**src/hdl/wacrms_pkg.sv**
```systemverilog
`timescale 1ns / 1ps
`default_nettype none
// ----------------------------------------------------------------------------
// wacrms_pkg
// Shared types and constants of the windowed AC RMS current meter.
// ----------------------------------------------------------------------------
package wacrms_pkg;

    localparam int MaxWindow  = 1024;
    localparam int SampleBits = 12;
    localparam int CntW       = $clog2(MaxWindow + 1);
    localparam int SumW       = SampleBits + CntW;
    localparam int SqW        = 2 * SampleBits + CntW;
    localparam int CfgIdxW    = 3;
    localparam int CfgDataW   = 20;

    localparam logic [CfgIdxW-1:0] CfgWindowLength = 3'd0;
    localparam logic [CfgIdxW-1:0] CfgNoiseThresh  = 3'd1;
    localparam logic [CfgIdxW-1:0] CfgCurrentScale = 3'd2;
    localparam logic [CfgIdxW-1:0] CfgReportWin    = 3'd3;
    localparam logic [CfgIdxW-1:0] CfgLineVoltage  = 3'd4;

    // One closed window, handed from the front to the back.
    typedef struct packed {
        logic [SampleBits-1:0] mn;
        logic [SampleBits-1:0] mx;
        logic [SumW-1:0]       sum;
        logic [SqW-1:0]        sq;
        logic [CntW-1:0]       n;
    } t_win;

endpackage
`default_nettype wire

```
**src/hdl/wacrms_front.sv**
```systemverilog
`timescale 1ns / 1ps
`default_nettype none
// ----------------------------------------------------------------------------
// wacrms_front
// Accumulates samples and closes windows into a small queue.
// ----------------------------------------------------------------------------
module wacrms_front (
    input  wire logic                                i_clk,
    input  wire logic                                i_rst_n,
    input  wire logic                                i_valid,
    output logic                                     o_ready,
    input  wire logic [11:0]                         i_sample,
    input  wire logic [10:0]                         i_window_length,
    output logic                                     o_win_valid,
    input  wire logic                                i_win_ready,
    output wacrms_pkg::t_win                         o_win
);
    // Two-entry queue.
    wacrms_pkg::t_win r_q0, r_q1, n_q0, n_q1;
    logic [1:0] r_cnt, n_cnt;
    logic [wacrms_pkg::CntW-1:0] r_count, n_count;
    logic [wacrms_pkg::SampleBits-1:0] r_min, r_max, n_min, n_max;
    logic [wacrms_pkg::SumW-1:0] r_sum, n_sum;
    logic [wacrms_pkg::SqW-1:0]  r_sq, n_sq;
    logic [wacrms_pkg::CntW-1:0] w_len, w_cnt1;
    logic [wacrms_pkg::SampleBits-1:0] w_s, w_mn, w_mx;
    logic [2*wacrms_pkg::SampleBits-1:0] w_s2;
    logic w_acc, w_pop, w_close;
    wacrms_pkg::t_win w_new;

    assign o_ready     = (r_cnt != 2'd2);
    assign o_win_valid = (r_cnt != 2'd0);
    assign o_win       = r_q0;
    assign w_acc       = i_valid && o_ready;
    assign w_pop       = o_win_valid && i_win_ready;
    assign w_s         = i_sample;
    assign w_s2        = w_s * w_s;

    always_comb begin
        if (i_window_length == 11'd0) begin
            w_len = 11'd1;
        end else if (i_window_length > 11'(wacrms_pkg::MaxWindow)) begin
            w_len = 11'(wacrms_pkg::MaxWindow);
        end else begin
            w_len = i_window_length;
        end
        w_cnt1  = r_count + 11'd1;
        w_mn    = (w_s < r_min) ? w_s : r_min;
        w_mx    = (w_s > r_max) ? w_s : r_max;
        w_close = (w_cnt1 >= w_len);
        w_new.mn  = w_mn;
        w_new.mx  = w_mx;
        w_new.sum = r_sum + wacrms_pkg::SumW'(w_s);
        w_new.sq  = r_sq + wacrms_pkg::SqW'(w_s2);
        w_new.n   = w_cnt1;

        n_count = r_count;
        n_min = r_min;
        n_max = r_max;
        n_sum = r_sum;
        n_sq  = r_sq;
        n_q0 = r_q0;
        n_q1 = r_q1;
        n_cnt = r_cnt;
        if (w_acc) begin
            if (w_close) begin
                n_count = '0;
                n_min = '1;
                n_max = '0;
                n_sum = '0;
                n_sq  = '0;
            end else begin
                n_count = w_cnt1;
                n_min = w_mn;
                n_max = w_mx;
                n_sum = w_new.sum;
                n_sq  = w_new.sq;
            end
        end
        if (w_pop) begin
            n_q0  = r_q1;
            n_cnt = r_cnt - 2'd1;
        end
        if (w_acc && w_close) begin
            if (n_cnt == 2'd0) begin
                n_q0 = w_new;
            end else begin
                n_q1 = w_new;
            end
            n_cnt = n_cnt + 2'd1;
        end
    end

    always_ff @(posedge i_clk) begin
        if (!i_rst_n) begin
            r_cnt   <= '0;
            r_count <= '0;
            r_min   <= '1;
            r_max   <= '0;
            r_sum   <= '0;
            r_sq    <= '0;
        end else begin
            r_cnt   <= n_cnt;
            r_count <= n_count;
            r_min   <= n_min;
            r_max   <= n_max;
            r_sum   <= n_sum;
            r_sq    <= n_sq;
        end
        r_q0 <= n_q0;
        r_q1 <= n_q1;
    end
endmodule
`default_nettype wire

```
**config.mk**
```make
export PLATFORM = sky130hd
export DESIGN_NAME = wacrms_front
export DESIGN_NICKNAME = d
export VERILOG_FILES = /design/src/hdl/wacrms_pkg.sv /design/src/hdl/wacrms_front.sv
export SDC_FILE = /design/constraint.sdc
export NUM_CORES = 1
export LEC_CHECK = 0
export ABC_AREA = 0
export BUFFER_PORTS_ARGS = -buffer_cell sky130_fd_sc_hd__buf_2
export CAP_MARGIN = 20
export CORE_UTILIZATION = 55
export DETAILED_ROUTE_END_ITERATION = 8
export GPL_TIMING_DRIVEN = 0
export PLACE_DENSITY = 0.74
export SYNTH_ARGS = -nofsm -noshare
export SYNTH_HDL_FRONTEND = slang
export SYNTH_SLANG_ARGS = --single-unit
```
**constraint.sdc**
```tcl
create_clock -name i_clk -period 26.1 [get_ports i_clk]
set_input_delay 5.22 -clock i_clk [delete_from_list [all_inputs] [get_ports i_clk]]
set_output_delay 5.22 -clock i_clk [all_outputs]
set_load 0.005 [all_outputs]
```
# Word level (Yosys, flattened, before mapping)
# Cells that the tools add are included.
# Widths: inputs -> output; s select.
# classes
n_eq_ne,1
mul,1
magnitude_cmp,4
addsub,5
n_reduce_logical,7
bitwise,1
muxes,14
# op_table
operator,count
$mux 93,3
$mux 12,4
$add 35x24->35,1
$mux 35,1
$mux 11,3
$mul 12x12->24,1
$add 23x12->23,1
$mux 23,1
$gt 12x12->1,1
$lt 12x12->1,1
$add 11x1->11 const B,1
$ge 11x11->1,1
$gt 11x11->1 const B,1
$logic_not 11->1,1
$mux 2,2
$logic_and 1x1->1,3
$add 2x1->2 const B,1
$logic_not 2->1,1
$ne 2x2->1 const B,1
$reduce_and 2->1,1
$reduce_bool 2->1,1
$sub 2x1->2 const B,1
$not 1->1,1
# totals
register_bits,281
elab_cells,49
in_bits,27
out_inout_bits,95

# Logic depth before layout (Yosys ltp)
# depth
ltp_word,6
depth_mapped,22
mapped_depth_nobuf,20

# Worst setup path after synthesis
# No wires, ideal clock.
# synth_path
kind,input port to flip-flop
startpoint,input port i_window_length[6]
endpoint,"register r_q1[0] (netlist name), enable pin"
path_buffers,2
required_ns,25.441
setup_time_ns,0.659
arrival_ns,12.987
slack_ns,12.454
cell_stages,11
cell_sequence,nor4_1 -> a31oi_1 -> nor2_1 -> ha_1 -> nor2b_1 -> o21ai_0 -> a221oi_1 -> o21a_1 -> buf_2 -> buf_2 -> nor3_1
# synth_between
elab_chain_len,6
elab_cells_between_ends,7
cone_classes,order compare (2); mux (2); reduce/logical (3)
# synth_rtl
element,line_no,text
start: declaration,wacrms_front.sv:13,"input wire logic [10:0] i_window_length,"
$gt 11x11->1,wacrms_front.sv:42,end else if (i_window_length > 11'(wacrms_pkg::MaxWindow)) begin
$mux 11,wacrms_front.sv:42,
$mux 11 (*),wacrms_front.sv:40,if (i_window_length == 11'd0) begin
$ge 11x11->1 (*),wacrms_front.sv:50,w_close = (w_cnt1 >= w_len);
$logic_and 1x1->1 (*),wacrms_front.sv:84,if (w_acc && w_close) begin
$reduce_and 2->1 (no source line) (*),-,
end signal: assignment,wacrms_front.sv:111,r_q1 <= n_q1;
end: declaration,wacrms_front.sv:19,"wacrms_pkg::t_win r_q0, r_q1, n_q0, n_q1;"
# Every way passes the cells marked *; elsewhere a longest branch is shown, timed or not.
# A chain may end at the register's enable or synchronous reset.

==> out/metrics.yaml <==
drt:
  dr_total_vias: 13500
  drtIter0Drc: 1072
  drc: 0
  wl_per_cell_microns: 18.3
  wl_mm: 43.9
  dr.pass1.iters: 6
  antenna_left: 0
  vias_per_cell: 5.65
timing:
  setup_viol: 0
  skew_ns: 0.0202
  finalHoldViolations: 0
  slew_headroom_pct: 39.4
  tightest_slew_ns: 0.909
  fin_setup_tns_ns: 0
  period_needed_ns: 10.94
  fin_crit_sh_pct: 41.9
  slew_viol_final: 0
  whs_ns: 0.469
  rsz0062_at_grt: "no"
  fmaxAchievable_mhz: 91.4
setup_path:
  r2r_cells: 17
  critPathSlowestCell: "fa_1"
  arrival_ns: 11.23
  criticalPathCategory: "in2reg"
  r2r_start: "r_count[0]"
  worstSetupEndpointType: "register"
  worstPathRequired_ns: 26.39
  worst-path-buf-inv: 7
  start_kind: "input pin"
  slowest_delay_ns: 0.54
  rrSetupSlack_ns: 21.00
  cp_max_fo: 10
  crit_family: "adder cells"
  rr_endpoint: "r_q1[25]"
  crit_chain: "buf_2 -> clkbuf_1 -> nand2_1 -> inv_1 -> fa_1 -> fa_1 -> inv_1 -> fa_1 -> inv_1 -> fa_1 -> inv_1 -> fa_1 -> inv_1 -> ha_1 -> a21oi_1 -> o211ai_2 -> a2111oi_4 -> a21oi_2 -> xor2_1"
grt:
  gr-total-overflow: 0
  grtUsageTotal_pct: 27.2
  grt_pass1_wl_mm: 71.0
  grt_max_degree: 15
  grt_pass1_vias: 13400
  grt_antenna_before_repair: 1
yosys:
  syn_avg_cell_area_sq_um: 9.69
  synthCells: 1810
  ys_types: 70
  yosys.area.top_type: "dfxtp_1"
  synth_ff_type: "dfxtp_1"
  synthTopCellsByArea: "dfxtp_1 21%, edfxtp_1 16%, fa_1 12%, ha_1 8.4%, mux2i_1 5.6%"
  seq_area_frac_synth_pct: 37.4
  synth.top_cell.area_share_pct: 21.5
  synth-edff-count: 93
  syn-cell-area_sq_um: 17500
  yosys_register_bits: 281
  synth_nets: 2056
  ys_warn_count: 0
  async_flop_share_pct: 0
placement:
  dp.final_hpwl_mm: 33.1
  port_buffers: 121
  gp_congestion: 0.941
pwr:
  cellPowerDensity_nw_per_um2: 125
  peakVddDrop_uv: 79.7
  leakagePower_nw: 9.01
  power_mw: 2.48
min_path:
  hold_class: "reg2reg"
  hold-path-cell-count: 2
  min-delay-start: "r_sq[3]"
  min_to: "r_sq[3]"
cells_and_area:
  final_common_cell: "inv_1"
  drive_above_1_share_pct: 12.1
  finalNetCount: 2218
  final_core_util_pct: 63.1
  area_delta_synth_final_pct: 13.2
  layout_common_cells: "227 x inv_1, 188 x dfxtp_1, 186 x nand2_1"
clocking:
  clk_pin_slew_worst_paths_ns: 0.06
  clkLatencyLatePin_ns: 0.57
  postCtsHoldBufs: 0
  postCtsResizedCells: 0
  cts.repair_timing.setup_buffer_count: 0
  cts_sinks: 281
  cts_inserted_buffers: 30
  htree_levels: 1
  cts_tree: "built"
  cts-root-buf: "clkbuf_16"
  clock_path_buffers: 3
floorplanning:
  initial_core_util_pct: 55.7
  io_pins: 122
  die_h_microns: 181
  die-area_sq_um: 32600
  fp-row-count: 65
  fp.coreArea_sq_um: 31500
  die_w_microns: 181
flow_run:
  drv_cap: 0
status:
  status: "complete, no violations"
## cell type report
type / count / area [sq um]
Tap cell: 402 / 503
Clock inverter: 14 / 255
Buffer: 86 / 372
Antenna cell: 1 / 2.50
Multi-Input combinational cell: 1215 / 9770
Clock buffer: 40 / 850
Sequential cell: 281 / 6560
Timing Repair Buffer: 130 / 707
Fill cell: 2589 / 11600
Inverter: 228 / 856
## worst max-delay path by stage
stage	from	to	slack, ns	cells after the start
6_report	i_sample[3]	r_q1[32]	15.16	19
5_1_grt	i_sample[3]	o_win[42]	14.87	21
4_1_cts	i_sample[3]	o_win[42]	15.24	21
3_5_place_dp	i_sample[3]	o_win[42]	14.71	21
3_3_place_gp	i_window_length[6]	r_q1[28]	7.77	12
2_1_floorplan	i_window_length[6]	r_q1[0]	12.45	11
## cell usage after synthesis (5+ instances only)
cell type / number
a21o_1: 52
nand2_1: 186
xnor2_1: 44
or2_2: 5
nand3_1: 41
o21a_1: 14
o211ai_1: 5
nand3b_1: 5
buf_1: 5
buf_2: 20
nand4_1: 14
o22ai_1: 26
mux2i_1: 98
nor3_1: 8
ha_1: 118
nor2b_1: 30
and2_1: 35
edfxtp_1: 93
a31oi_1: 15
and3_1: 13
xor2_1: 22
a211oi_1: 8
clkbuf_1: 56
nor4_1: 6
a21boi_0: 22
o21ai_0: 91
a22o_1: 14
inv_1: 227
mux2_2: 14
a21oi_1: 68
a22oi_1: 10
dfxtp_1: 188
fa_1: 101
or3_1: 8
nor2_1: 89
## worst reg2reg max path: cells and delay by family (launching register included)
family / cells / cell delay, ns
flops: 1 / 0.43
compound gates: 1 / 0.33
simple gates: 6 / 1.61
buf+inv: 7 / 1.53
fa+ha+maj: 2 / 0.50
xor+xnor: 1 / 0.39
## flip-flops by register name, summed over array words and instances, names as in the netlist
name     cells
r_sq        35
r_q1        93
r_sum       23
r_min       12
o_win       93
r_max       12
r_cnt        2
r_count     11
## routing by layer
metal / up-vias / share of wire, % / GRT usage [%]
li1: 6467 / - / -
met1: 6582 / 45 / 37.4
met2: 402 / 46 / 44.9
met3: 84 / 5.5 / 3.27
met4: 0 / 3.1 / 8.58
met5: - / 0 / 0
## power breakdown
part / leakage, nW / internal, mW / switching [mW] / total (mW)
Clock: 0.540 / 0.296 / 0.180 / 0.476
Combinational: 6.03 / 0.529 / 0.830 / 1.36
Sequential: 2.44 / 0.594 / 0.0540 / 0.648
Total: 9.01 / 1.42 / 1.06 / 2.48
## per-stage QoR
step | instances | worst slack (ns) | cell area [sq um]
floorplan | 1810 | 12.45 | 17500
global placement | 2333 | 7.77 | 18700
detailed placement | 2342 | 14.71 | 18800
CTS | 2396 | 15.24 | 19900
global route | 2397 | 14.87 | 19900
finish | 2397 | 15.16 | 19900
## logic make-up after synthesis
family / count (synthesis) / share of synthesized area (%)
and+or+nand+nor: 453 / 12.0
DFF: 281 / 37.4
AOI/OAI and AO/OA: 365 / 13.9
buffers and inverters: 314 / 7.00
muxes: 112 / 6.49
xor gates and xnor gates: 66 / 3.29
adders and majority gates: 219 / 19.9
Power figures use the tool's default switching activity.
